--- src/rtl/core/mi4_div.sv ---
`timescale 1ns / 1ps

// Restoring divider, ENTRY_WIDTH+1 quotient bits, flags quotients that need more.
module mi4_div #(
  parameter int ENTRY_WIDTH = 32,
  parameter int FRAC_BITS   = 16
) (
  input  logic                                      clk,
  input  logic                                      rst,
  input  logic                                      start,
  input  logic [4*ENTRY_WIDTH+2*FRAC_BITS+5:0]      num,
  input  logic [4*ENTRY_WIDTH+4:0]                  den,
  output logic                                      done,
  output logic                                      ovf,
  output logic [ENTRY_WIDTH:0]                      q
);
  localparam int W  = ENTRY_WIDTH;
  localparam int BW = 4 * W + 4;
  localparam int DW = BW + 1;
  localparam int NW = BW + 2 * FRAC_BITS + 2;
  localparam int QW = W + 1;
  localparam int HW = NW - QW;
  localparam int XW = (HW > DW) ? HW : DW;
  localparam int CW = $clog2(QW);

  logic [DW-1:0] rem;
  logic [DW-1:0] dreg;
  logic [QW-1:0] nlo;
  logic [CW-1:0] cnt;
  logic          busy;
  logic [XW-1:0] hi_x;
  logic [DW:0]   sh;
  logic          fits;

  assign hi_x = XW'(num[NW-1:QW]);
  assign sh   = {rem, nlo[QW-1]};
  assign fits = sh >= {1'b0, dreg};

  always_ff @(posedge clk) begin
    if (rst) begin
      busy <= 1'b0;
      done <= 1'b0;
    end else begin
      done <= 1'b0;
      if (start) begin
        dreg <= den;
        rem  <= hi_x[DW-1:0];
        ovf  <= hi_x >= XW'(den);
        nlo  <= num[QW-1:0];
        q    <= '0;
        cnt  <= CW'(QW - 1);
        busy <= 1'b1;
      end else if (busy) begin
        rem  <= fits ? DW'(sh - {1'b0, dreg}) : sh[DW-1:0];
        q    <= {q[QW-2:0], fits};
        nlo  <= nlo << 1;
        cnt  <= cnt - 1'b1;
        if (cnt == '0) begin
          busy <= 1'b0;
          done <= 1'b1;
        end
      end
    end
  end
endmodule

--- config.mk ---
export PLATFORM = sky130hd
export DESIGN_NAME = mi4_div
export DESIGN_NICKNAME = d
export VERILOG_FILES = /design/src/rtl/core/mi4_div.sv
export SDC_FILE = /design/constraint.sdc
export NUM_CORES = 1
export LEC_CHECK = 0
export ABC_AREA = 1
export BUFFER_PORTS_ARGS = -buffer_cell sky130_fd_sc_hd__buf_2
export CORE_UTILIZATION = 40
export DETAILED_ROUTE_END_ITERATION = 10
export GPL_ROUTABILITY_DRIVEN = 1
export PLACE_DENSITY = 0.54
export SLEW_MARGIN = 20
export SYNTH_ARGS = -nofsm -noshare
export SYNTH_HDL_FRONTEND = slang
export SYNTH_SLANG_ARGS = --single-unit
--- constraint.sdc ---
create_clock -name clk -period 20.8 [get_ports clk]
set_input_delay 3.12 -clock clk [delete_from_list [all_inputs] [get_ports clk]]
set_output_delay 3.12 -clock clk [all_outputs]
set_load 0.01 [all_outputs]
==> flow_summary.ini <==
[worst_setup_path]
reg2reg_from = rem[100]
reg2reg_to = rem[69]
crit_top_cell = buf_4
cp.depth = 6
end_kind = register
critPathBufInv = 5
arrival_ns = 6.03
slowest_delay_ns = 0.73
critPathKind = in2reg
cp-start-kind = input port
timing.critical_path.to = rem[52]
critPathMaxFanout = 122
crit_chain = buf_6 -> inv_4 -> buf_12 -> a21oi_4 -> buf_4 -> buf_4
r2r_setup_slack_ns = 15.76
crit_path_start = start
critPathRequiredTime_ns = 21.00
cpMaxStageDelayCell = buf_4
crit_family = buffers and inverters
reg2regPathDepth = 15

[clocking]
cts_tree = done
postCtsHoldBufs = 0
clock_latency_ns = 0.60
clk_pin_slew_ns = 0.05
cts_max_path_buffers = 3
cts.sinks = 341
post_cts_buffers = 0
cts_buffers = 42
cts_resized = 0
root_buffer = clkbuf_16
ctsHtreeMaxLevel = 2

[yosys]
ys_ff_latch = 341
synthArstFlopShare_pct = 0
synthMuxAreaShare_pct = 0
syn_area_per_cell_um2 = 6.33
syn_nets = 5818
synth_fa_ha_area_share_pct = 10.1
seq_area_frac_synth_pct = 30.7
synth_xor_area_share_pct = 1.69
synth_edf_count = 339
synthCells = 5247
synth_compound_area_share_pct = 4.37
synth_flop_cell = edfxtp_1
syn_area_mm2 = 0.0332
synth_warnings = 0
ys_types = 48
yosys.area_share.simple_pct = 38.2
synth_top_family_by_area = simple AND/OR/NAND/NOR gates

[place]
hpwl_um = 108000
io_buffer_count = 336
finalWeightedCongestion = 1.01

[global_routing]
grt.overflow.total = 0
antenna_found_initial = 7
grt_pass1_vias = 31300
grt_util_all_layers_pct = 29.8
grt_pass1_wl_um = 189000
grt_max_degree = 123

[job]
maxCapViolCount = 0

[pwr]
ir_drop_mv = 0.0617
pwr-share-comb_pct = 39.5
leakagePower_nw = 21.1
switching_share_pct = 40.1
pwr-share-clk_pct = 27.8
p_per_area_mw_per_mm2 = 70.3
p_int_w = 0.00157
seqPwrFrac_pct = 32.7
switchingPower_w = 0.00105

[layout]
drive_gt1_share_pct = 9.33
syn_to_final_growth_pct = 12.0
fin_util_pct = 45.3
final_common_cell = nand2_1
nNetsFinal = 6134
final_cell_mix = nand2_1 (2200), inv_1 (1169), edfxtp_1 (339)

[floorplan]
fp.dieH_um = 290
initial_core_util_pct = 40.5
io_pins = 337
coreArea_mm2 = 0.0821
rows = 105
dieWidth_um = 290
die_area_mm2 = 0.0842

[timing]
worst_pin_slew_ns = 1.08
fin_crit_sh_pct = 28.0
slew_headroom_pct = 27.6
fmax_mhz = 172
tns_ns = 0
rsz0062_at_grt = false
finalHoldViolCount = 0
finalCriticalPeriod_ns = 5.82
finalSetupViolations = 0
clock_skew_ns = 0.0359
maxSlewViolCount = 0

[routing]
dr.max_layer_used = met5
drtIter0Drc = 2583
dr.pass1.iters = 7
drc_errors = 0
wl_met1_um = 61700
num_vias = 32700
wire_per_inst_um = 19.1
antenna_left = 0
wl_um = 127000
wl_met3_um = 8410
wl_met2_um = 53500
vias_per_cell = 4.91

[hold_path]
min_path_cells = 2
hold_path.class = reg2reg

[run_status]
status = complete, no violations
-- cell type report --
cell class                 instances  area (um2)
antenna                            1        2.50
clock buffer                      50        1100
clock inverter                    25         236
fill                            9063       44900
inverter                        1177        4420
multi-input combinational       3649       18100
sequential                       341       10200
tap                             1070        1340
timing repair buffer             352        1820
-- cells in the mapped netlist, types with 6 or more instances --
library cell	count	area, um2
nand2_1	2200	8260
inv_1	1169	4390
edfxtp_1	339	10200
nor2_1	329	1230
ha_1	268	3350
a21oi_1	183	916
nand3_1	183	916
nand3b_1	130	976
nand2_2	77	482
xnor2_1	62	543
o21ai_0	49	245
clkbuf_1	37	139
nand4_1	37	231
nor3_1	33	165
nor4_1	23	144
nor2_2	20	125
buf_2	19	95.1
buf_12	8	160
buf_6	8	90.1
o21bai_1	8	60.1
a21o_1	6	45.0
inv_2	6	22.5
o211ai_1	6	45.0
o21a_1	6	45.0
-- per-layer routing --
layer | global-route usage, % | vias to the layer above
li1 | - | 16600
met1 | 43.7 | 15000
met2 | 45.8 | 975
met3 | 4.06 | 146
met4 | 7.41 | 8
met5 | 0 | -
-- power groups by stage --
stage / Combinational [W] / Sequential [W] / Clock [W]
6_report: 0.00103 / 0.000855 / 0.000727
3_3_place_gp: 0.00101 / 0.000868 / 0
4_1_cts: 0.00102 / 0.000856 / 0.000747
2_1_floorplan: 0.000674 / 0.000874 / 0
3_5_place_dp: 0.00101 / 0.000869 / 0
5_1_grt: 0.00115 / 0.000861 / 0.000771
-- metrics by stage --
stage	std cells	hold slack [ns]	setup WS (ns)	power [W]	instance area (um2)
2_1_floorplan	5247	0.422	6.48	0.00155	33200
3_3_place_gp	6589	0.491	14.67	0.00188	35900
3_5_place_dp	6589	0.498	14.63	0.00188	35900
4_1_cts	6664	0.512	15.26	0.00262	37200
5_1_grt	6664	0.525	14.97	0.00278	37200
6_report	6665	0.511	14.98	0.00262	37200
-- how the worst min path moves through the flow --
stage / start / end / slack, ns
floorplan: busy / done / 0.42
finish: nlo[19] / nlo[20] / 0.51
CTS: nlo[31] / nlo[32] / 0.51
global placement: nlo[31] / nlo[32] / 0.49
detailed placement: nlo[31] / nlo[32] / 0.50
global route: nlo[19] / nlo[20] / 0.53
-- kinds of logic (layout without fill, tap and decap cells) --
| family | Yosys count | count (layout) |
|---|---|---|
| compound gates | 269 | 269 |
| xor+xnor | 64 | 64 |
| fa+ha+maj | 269 | 269 |
| buf+inv | 1257 | 1604 |
| flops | 341 | 341 |
| other cells | 0 | 1 |
| simple gates | 3047 | 3047 |
-- worst reg2reg max path: cells and delay by family, from the launching register on --
kind / cells / cell delay (ns)
buffers and inverters: 1 / 0.80
AND/OR/NAND/NOR: 13 / 2.90
flip-flops: 1 / 0.54
adder cells (fa/ha/maj): 1 / 0.55
-- flip-flops by register name, summed over array words and instances (netlist names) --
register and flops:
busy 1, q 33, done 1, nlo 33, rem 133, cnt 6, ovf 1, dreg 133
Note: power is estimated with default switching activity, not from simulation.
